File: config.mk
export PLATFORM = sky130hd
export DESIGN_NAME = clock_replacement_cache_directory_core_flat
export DESIGN_NICKNAME = d
export VERILOG_FILES = /design/src/crcd_pkg.sv /design/src/crcd_req_if.sv /design/src/crcd_rsp_if.sv /design/src/crcd_ram.sv /design/src/clock_replacement_cache_directory_core.sv /design/src/flat_wrapper.sv
export SDC_FILE = /design/constraint.sdc
export NUM_CORES = 1
export LEC_CHECK = 0
export ABC_CLOCK_PERIOD_IN_PS = 4900
export BUFFER_PORTS_ARGS = -buffer_cell sky130_fd_sc_hd__buf_2
export CORE_MARGIN = 4
export CORE_UTILIZATION = 30
export DETAILED_ROUTE_END_ITERATION = 16
export PLACE_DENSITY = 0.53
export SYNTH_ARGS = -nofsm -noshare
export SYNTH_HDL_FRONTEND = slang
export SYNTH_HIERARCHICAL = 1
export SYNTH_SLANG_ARGS = --single-unit
File: constraint.sdc
create_clock -name clk -period 4.9 [get_ports clk]
set_clock_uncertainty 0.15 [all_clocks]
set_input_delay 0.98 -clock clk [delete_from_list [all_inputs] [get_ports clk]]
set_output_delay 0.98 -clock clk [all_outputs]
set_load 0.02 [all_outputs]
File: src/crcd_pkg.sv
// ----------------------------------------------------------------------------
// crcd_pkg
// Shared types and constants of the clock replacement cache directory:
// default sizes, result field widths, access opcodes and controller states.
// ----------------------------------------------------------------------------
package crcd_pkg;

	// default configuration
	localparam int WAYS_DEF        = 8;
	localparam int OFFSET_BITS_DEF = 4;
	localparam int ADDR_BITS_DEF   = 32;

	// fixed field widths of the transactions
	localparam int ADDRESS_W = 32;
	localparam int WAY_W     = 3;
	localparam int VICTIM_W  = 28;
	localparam int COUNT_W   = 32;

	// access kind
	typedef enum logic {
		OP_READ  = 1'b0,
		OP_WRITE = 1'b1
	} opcode_t;

	// controller states
	typedef enum logic [1:0] {
		ST_IDLE,
		ST_SCAN,
		ST_SWEEP,
		ST_FILL
	} state_t;

endpackage

File: src/crcd_req_if.sv
// ----------------------------------------------------------------------------
// crcd_req_if
// Access request channel: valid/ready handshake with opcode and byte address.
// ----------------------------------------------------------------------------
interface crcd_req_if
	import crcd_pkg::*;
();
	logic                 valid;
	logic                 ready;
	opcode_t              opcode;
	logic [ADDRESS_W-1:0] address;

	modport source (output valid, output opcode, output address, input ready);
	modport sink   (input valid, input opcode, input address, output ready);
endinterface

File: src/crcd_rsp_if.sv
// ----------------------------------------------------------------------------
// crcd_rsp_if
// Lookup result channel: valid/ready handshake with hit, way, writeback
// information and the running hit and miss counts.
// ----------------------------------------------------------------------------
interface crcd_rsp_if
	import crcd_pkg::*;
();
	logic                valid;
	logic                ready;
	logic                hit;
	logic [WAY_W-1:0]    way;
	logic                writeback_needed;
	logic [VICTIM_W-1:0] victim_line;
	logic [COUNT_W-1:0]  hit_total;
	logic [COUNT_W-1:0]  miss_total;

	modport source (
		output valid, output hit, output way, output writeback_needed,
		output victim_line, output hit_total, output miss_total, input ready
	);
	modport sink (
		input valid, input hit, input way, input writeback_needed,
		input victim_line, input hit_total, input miss_total, output ready
	);
endinterface

File: src/crcd_ram.sv
// ----------------------------------------------------------------------------
// crcd_ram
// Generic single-write, single-read synchronous RAM with registered read data.
// ----------------------------------------------------------------------------
module crcd_ram #(
	parameter int WIDTH = 8,
	parameter int DEPTH = 8
) (
	input  logic                     clk,
	input  logic                     we,
	input  logic [$clog2(DEPTH)-1:0] waddr,
	input  logic [WIDTH-1:0]         wdata,
	input  logic [$clog2(DEPTH)-1:0] raddr,
	output logic [WIDTH-1:0]         rdata
);

	logic [WIDTH-1:0] mem [DEPTH];

	// write port
	always_ff @(posedge clk) begin
		if (we) begin
			mem[waddr] <= wdata;
		end
	end

	// registered read port
	always_ff @(posedge clk) begin
		rdata <= mem[raddr];
	end

endmodule

File: src/clock_replacement_cache_directory_core.sv
// ----------------------------------------------------------------------------
// clock_replacement_cache_directory_core
// Tag directory of a fully associative cache with clock (second chance)
// replacement. Line addresses live in a synchronous RAM that is scanned one
// entry per cycle; valid, dirty and reference bits and the hand are flops.
//
//   channel  dir  handshake        payload
//   req      in   valid / ready    opcode, address
//   rsp      out  valid / ready    hit, way, writeback_needed, victim_line,
//                                  hit_total, miss_total
//
// A hit on entry k gives its result once the scan reads entry k; a miss scans
// every entry, then the hand clears set reference bits up to a clear one, and
// that entry is refilled. The tag RAM read port, one entry per cycle, sets the pace.
// The controller returns to idle after each result before taking the next request.
// After reset the directory is empty and takes a request at once.
// A new request is taken once the previous result sits in the output
// register; a stalled output only holds the controller when a result is due.
// ----------------------------------------------------------------------------
module clock_replacement_cache_directory_core
	import crcd_pkg::*;
#(
	parameter int WAYS        = WAYS_DEF,
	parameter int OFFSET_BITS = OFFSET_BITS_DEF,
	parameter int ADDR_BITS   = ADDR_BITS_DEF
) (
	input  logic              clk,
	input  logic              arst_n,
	crcd_req_if.sink          req,
	crcd_rsp_if.source        rsp
);

	localparam int IDX_W  = $clog2(WAYS);
	localparam int LINE_W = ADDR_BITS - OFFSET_BITS;
	localparam logic [IDX_W-1:0] LAST_IDX = IDX_W'(WAYS - 1);

	// successor of an entry index, wrapping at WAYS
	function automatic logic [IDX_W-1:0] next_idx(input logic [IDX_W-1:0] i);
		return (i == LAST_IDX) ? '0 : IDX_W'(i + 1'b1);
	endfunction

	state_t              state_q, state_d;
	logic [IDX_W-1:0]    idx_q;
	logic [IDX_W-1:0]    hand_q;
	logic [LINE_W-1:0]   line_q;
	logic                write_q;
	logic [WAYS-1:0]     valid_q;
	logic [WAYS-1:0]     dirty_q;
	logic [WAYS-1:0]     ref_q;
	logic [COUNT_W-1:0]  hit_cnt_q;
	logic [COUNT_W-1:0]  miss_cnt_q;
	logic                out_valid_q;

	logic [IDX_W-1:0]    rd_addr;
	logic [LINE_W-1:0]   rd_data;
	logic [LINE_W-1:0]   line_in;
	logic [63:0]         addr_ext;
	logic                match;
	logic                out_free;
	logic                do_hit;
	logic                do_fill;

	// line address of the incoming request
	assign addr_ext = 64'(req.address) & ((64'd1 << ADDR_BITS) - 64'd1);
	assign line_in  = LINE_W'(addr_ext >> OFFSET_BITS);

	assign match    = valid_q[idx_q] && (rd_data == line_q);
	assign out_free = !out_valid_q || rsp.ready;

	// line address store
	crcd_ram #(
		.WIDTH (LINE_W),
		.DEPTH (WAYS)
	) u_line_ram (
		.clk   (clk),
		.we    (do_fill),
		.waddr (hand_q),
		.wdata (line_q),
		.raddr (rd_addr),
		.rdata (rd_data)
	);

	// state register
	always_ff @(posedge clk or negedge arst_n) begin
		if (!arst_n) begin
			state_q <= ST_IDLE;
		end else begin
			state_q <= state_d;
		end
	end

	// next state, read address and commit strobes
	always_comb begin
		state_d   = state_q;
		rd_addr   = idx_q;
		do_hit    = 1'b0;
		do_fill   = 1'b0;
		req.ready = (state_q == ST_IDLE);
		unique case (state_q)
			ST_IDLE: begin
				rd_addr = '0;
				if (req.valid) begin
					state_d = ST_SCAN;
				end
			end
			ST_SCAN: begin
				rd_addr = next_idx(idx_q);
				if (match) begin
					if (out_free) begin
						do_hit  = 1'b1;
						state_d = ST_IDLE;
					end else begin
						rd_addr = idx_q;
					end
				end else if (idx_q == LAST_IDX) begin
					state_d = ST_SWEEP;
				end
			end
			ST_SWEEP: begin
				rd_addr = hand_q;
				if (!ref_q[hand_q]) begin
					state_d = ST_FILL;
				end
			end
			ST_FILL: begin
				rd_addr = hand_q;
				if (out_free) begin
					do_fill = 1'b1;
					state_d = ST_IDLE;
				end
			end
			default: begin
				state_d = ST_IDLE;
			end
		endcase
	end

	// directory control state, hand and counters
	always_ff @(posedge clk or negedge arst_n) begin
		if (!arst_n) begin
			idx_q       <= '0;
			hand_q      <= '0;
			valid_q     <= '0;
			dirty_q     <= '0;
			ref_q       <= '0;
			hit_cnt_q   <= '0;
			miss_cnt_q  <= '0;
			out_valid_q <= 1'b0;
		end else begin
			// scan index
			if (state_q == ST_IDLE) begin
				idx_q <= '0;
			end else if (state_q == ST_SCAN && !match) begin
				idx_q <= next_idx(idx_q);
			end
			// second chance sweep
			if (state_q == ST_SWEEP && ref_q[hand_q]) begin
				ref_q[hand_q] <= 1'b0;
				hand_q        <= next_idx(hand_q);
			end
			// hit update
			if (do_hit) begin
				ref_q[idx_q] <= 1'b1;
				if (write_q) begin
					dirty_q[idx_q] <= 1'b1;
				end
				hit_cnt_q <= hit_cnt_q + 1'b1;
			end
			// refill of the victim entry
			if (do_fill) begin
				valid_q[hand_q] <= 1'b1;
				dirty_q[hand_q] <= write_q;
				ref_q[hand_q]   <= 1'b0;
				hand_q          <= next_idx(hand_q);
				miss_cnt_q      <= miss_cnt_q + 1'b1;
			end
			// output register occupancy
			if (do_hit || do_fill) begin
				out_valid_q <= 1'b1;
			end else if (rsp.ready) begin
				out_valid_q <= 1'b0;
			end
		end
	end

	// request capture and result payload
	always_ff @(posedge clk) begin
		if (req.valid && req.ready) begin
			line_q  <= line_in;
			write_q <= (req.opcode == OP_WRITE);
		end
		if (do_hit) begin
			rsp.hit              <= 1'b1;
			rsp.way              <= WAY_W'(idx_q);
			rsp.writeback_needed <= 1'b0;
			rsp.victim_line      <= '0;
			rsp.hit_total        <= hit_cnt_q + 1'b1;
			rsp.miss_total       <= miss_cnt_q;
		end else if (do_fill) begin
			rsp.hit              <= 1'b0;
			rsp.way              <= WAY_W'(hand_q);
			rsp.writeback_needed <= valid_q[hand_q] && dirty_q[hand_q];
			rsp.victim_line      <= (valid_q[hand_q] && dirty_q[hand_q]) ?
			                        VICTIM_W'(rd_data) : '0;
			rsp.hit_total        <= hit_cnt_q;
			rsp.miss_total       <= miss_cnt_q + 1'b1;
		end
	end

	assign rsp.valid = out_valid_q;

endmodule

File: src/flat_wrapper.sv
// flat-port wrapper written by rule: the top's interface ports become plain ports
module clock_replacement_cache_directory_core_flat import crcd_pkg::*;
#(
	parameter int WAYS        = WAYS_DEF,
	parameter int OFFSET_BITS = OFFSET_BITS_DEF,
	parameter int ADDR_BITS   = ADDR_BITS_DEF
)
  (clk, arst_n, req_valid, req_opcode, req_address, req_ready, rsp_valid, rsp_hit, rsp_way, rsp_writeback_needed, rsp_victim_line, rsp_hit_total, rsp_miss_total, rsp_ready);
  crcd_req_if req_i ();
  crcd_rsp_if rsp_i ();
  input  logic clk;
  input  logic arst_n;
  input wire logic [$bits(req_i.valid)-1:0] req_valid;
  input wire logic [$bits(req_i.opcode)-1:0] req_opcode;
  input wire logic [$bits(req_i.address)-1:0] req_address;
  output wire logic [$bits(req_i.ready)-1:0] req_ready;
  output wire logic [$bits(rsp_i.valid)-1:0] rsp_valid;
  output wire logic [$bits(rsp_i.hit)-1:0] rsp_hit;
  output wire logic [$bits(rsp_i.way)-1:0] rsp_way;
  output wire logic [$bits(rsp_i.writeback_needed)-1:0] rsp_writeback_needed;
  output wire logic [$bits(rsp_i.victim_line)-1:0] rsp_victim_line;
  output wire logic [$bits(rsp_i.hit_total)-1:0] rsp_hit_total;
  output wire logic [$bits(rsp_i.miss_total)-1:0] rsp_miss_total;
  input wire logic [$bits(rsp_i.ready)-1:0] rsp_ready;
  assign req_i.valid = req_valid;
  assign req_i.opcode = req_opcode;
  assign req_i.address = req_address;
  assign req_ready = req_i.ready;
  assign rsp_valid = rsp_i.valid;
  assign rsp_hit = rsp_i.hit;
  assign rsp_way = rsp_i.way;
  assign rsp_writeback_needed = rsp_i.writeback_needed;
  assign rsp_victim_line = rsp_i.victim_line;
  assign rsp_hit_total = rsp_i.hit_total;
  assign rsp_miss_total = rsp_i.miss_total;
  assign rsp_i.ready = rsp_ready;
  clock_replacement_cache_directory_core #(.WAYS(WAYS), .OFFSET_BITS(OFFSET_BITS), .ADDR_BITS(ADDR_BITS)) u_core (.clk(clk), .arst_n(arst_n), .req(req_i), .rsp(rsp_i));
endmodule
==> impl_metrics.ini <==
[global_route]
grt_use_total_pct = 12.72
grt_pass1_wl_um = 66420
grt_antenna_before_repair = 0
overflow = 0
grt_pass1_vias = 10685
grt_start_max_net_pins = 62

[timing]
maxSlewViolCount = 0
fin_setup_tns_ns = 0
grt_setup_unrepaired = no
hold_violations = 0
setup_viol = 0
period_minus_slack_ns = 3.991
max_freq_mhz = 250.6
tightest_slew_ns = 0.9583
period_share_pct = 81.45
max_slew_margin_pct = 35.93

[clocking]
post-cts-setup-buffers = 0
htreeDepth = 2
cts_buffers = 51
clock_path_buffers = 3
hold_buffers = 0
ctsRootBufferMaster = clkbuf_16
cts.sinks = 475
clock_latency_ns = 0.59
clkSlewWorstSetupHoldPaths_ns = 0.06
post_cts_resized = 0
tritoncts = yes

[logic_synthesis]
synth.distinct_cells = 59
syn_avg_cell_area_um2 = 16.38
syn-num-nets = 1214
synthAdderAreaFrac_pct = 0.3914
synth-compound-area-share_pct = 2.995
syn_area_um2 = 19180
synth_top_family_by_area = multiplexers
synth_edf_count = 320
synthXorXnorAreaFrac_pct = 6.942
ys_ff_latch = 475
yosys.area.top_type = edfxtp_1
ys_seq_area_share_pct = 68.82
synthMuxAreaShare_pct = 9.910
netlist.area_leader.share_pct = 50.10
synth_area_leaders = edfxtp_1 (50%), dfrtp_1 (13%), mux4_2 (6.3%)
yosys_warnings = 6
syn_inst = 1171
synthSimpleGateAreaFrac_pct = 9.160
async_flop_share_pct = 20.42
synthFlopType = edfxtp_1

[power_and_ir_drop]
ir_drop_v = 0.0003141
power_density_nw_per_um2 = 534.0
power.total_w = 0.01215
p_leak_nw = 8.239

[routing]
num_vias = 10227
drt_iter0_drc = 763
first_pass_iters = 4
drc = 0
wl_per_cell_um = 19.40
wirelength_um = 43080
vias_per_cell = 4.607
postRouteAntennaNets = 0

[status]
status = finished, final reports clean

[layout]
nFillCells = 6012
final_cell_mix = edfxtp_1 (320), buf_2 (130), xnor2_1 (100)
fin_nets = 1374
finish.cell_count_without_fillers = 2220
area_growth_pct = 18.60
drive_gt1_share_pct = 27.80
antennaDiodeCount = 0
layout_commonest_cell = edfxtp_1

[setup_path]
r2r-start = u_core/line_q[20]$_DFFE_PP_
crit_path_end_kind = flop
crit_required_ns = 5.23
path_max_fanout = 50
worstSetupStartpoint = u_core/line_q[20]$_DFFE_PP_
criticalPathCategory = reg -> reg
crit_path_start_kind = flop
crit_arrival_ns = 4.32
r2r_cells = 9

[hold_path]
min_path_type = reg -> reg
hold_start = u_core/rsp.hit$_SDFFE_PP1P_
hold_path_depth = 2

[placement]
dpl.cell_count = 2124
gp_congestion = 0.7711
dp_hpwl_um = 26690
port_buffers = 131

[floorplan]
die_h_um = 260.8
fp.dieW_um = 260.8
initial_core_util_pct = 30.35
ios = 136
rows = 92
die-area_um2 = 68040
core_area_um2 = 63200

[run]
drv_cap = 0
==> routing by layer <==
metal	vias up	global-route usage [%]	part of all wire (%)
li1	4770	-	-
met1	5169	17.62	45
met2	235	20.94	48
met3	53	2.145	4.7
met4	0	3.116	1.8
met5	-	0	0
==> synthesized netlist by cell type (13+ instances only) <==
cell type and number:
edfxtp_1 320, xnor2_1 100, dfrtp_1 97, nand2_1 64, dfxtp_1 58, mux4_2 54, xor2_1 52, nor2_1 41
mux2_2 36, nand4_1 36, a22o_1 34, clkbuf_1 30, nand3_1 26, inv_1 19, nor3_1 18, nor4_4 14
buf_2 13, nand2b_1 13
==> final cells by class <==
class	count	area (um^2)	area share, %
multi-input combinational	622	5705	25.08
inverter	20	75.07	0.3301
tap	846	1059	4.654
timing repair buffer	161	920.9	4.049
clock buffer	75	1468	6.453
sequential	475	13200	58.02
clock inverter	21	320.3	1.408
==> registers in the layout (all words and copies together), names as in the netlist <==
| name | cells |
|---|---|
| u_core/dirty_q | 8 |
| u_core/write_q | 1 |
| u_core/rsp.valid | 1 |
| u_core/ref_q | 8 |
| u_core/u_line_ram/mem | 224 |
| u_core/rsp.writeback_needed | 1 |
| u_core/idx_q | 3 |
| u_core/valid_q | 8 |
| u_core/rsp.victim_line | 28 |
| u_core/rsp.way | 3 |
| u_core/rsp.hit | 1 |
| u_core/hand_q | 3 |
| u_core/miss_cnt_q | 32 |
| u_core/rsp.miss_total | 32 |
| u_core/hit_cnt_q | 32 |
| u_core/state_q | 2 |
| u_core/rsp.hit_total | 32 |
| u_core/u_line_ram/rdata | 28 |
| u_core/line_q | 28 |
==> critical path, stage by stage (launching register included) <==
cell and delay (ns):
edfxtp_1 0.51, xnor2_1 0.48, nand4_1 0.30, nor4_4 0.41
nand4_1 0.29, mux2i_1 0.22, o21ai_4 0.21, buf_12 0.39
mux4_1 0.62, mux2_2 0.27
==> stage by stage <==
stage | hold WS [ns] | util [%] | area (um^2) | setup WS (ns)
floorplan | 0.2939 | - | 19180 | 0.4717
global placement | 0.2875 | 33.16 | 20960 | 0.8672
detailed placement | 0.2837 | 33.16 | 20960 | 0.8283
CTS | 0.2923 | 35.99 | 22750 | 0.8080
global route | 0.3241 | 35.99 | 22750 | 0.6005
finish | 0.2959 | 35.99 | 22750 | 0.9088
==> path summary, 6_finish.rpt <==
kind / to / slack, ns
min reg2reg: u_core/rsp.hit$_SDFFE_PP1P_ / 0.30
min in group asynchronous: u_core/hit_cnt_q[5]$_DFFE_PN0P_ / 0.34
max: u_core/u_line_ram/rdata[18]$_DFF_P_ / 0.91
max in group asynchronous: u_core/valid_q[2]$_DFFE_PN0P_ / 3.22
min: u_core/rsp.hit$_SDFFE_PP1P_ / 0.30
max reg2reg: u_core/u_line_ram/rdata[18]$_DFF_P_ / 0.91
==> kinds of logic after synthesis <==
family	after synthesis
flops	475
simple gates	280
xor+xnor	152
mux	108
compound gates	76
buf+inv	74
fa+ha+maj	6
==> power by group <==
part / internal [W] / leakage (nW) / switching [W] / total (W)
logic: 0.00140 / 2.82 / 0.00152 / 0.00293
clock network: 0.00246 / 0.868 / 0.00159 / 0.00405
registers: 0.00478 / 4.55 / 0.000394 / 0.00517
Note: power is estimated with default switching activity, not from simulation.
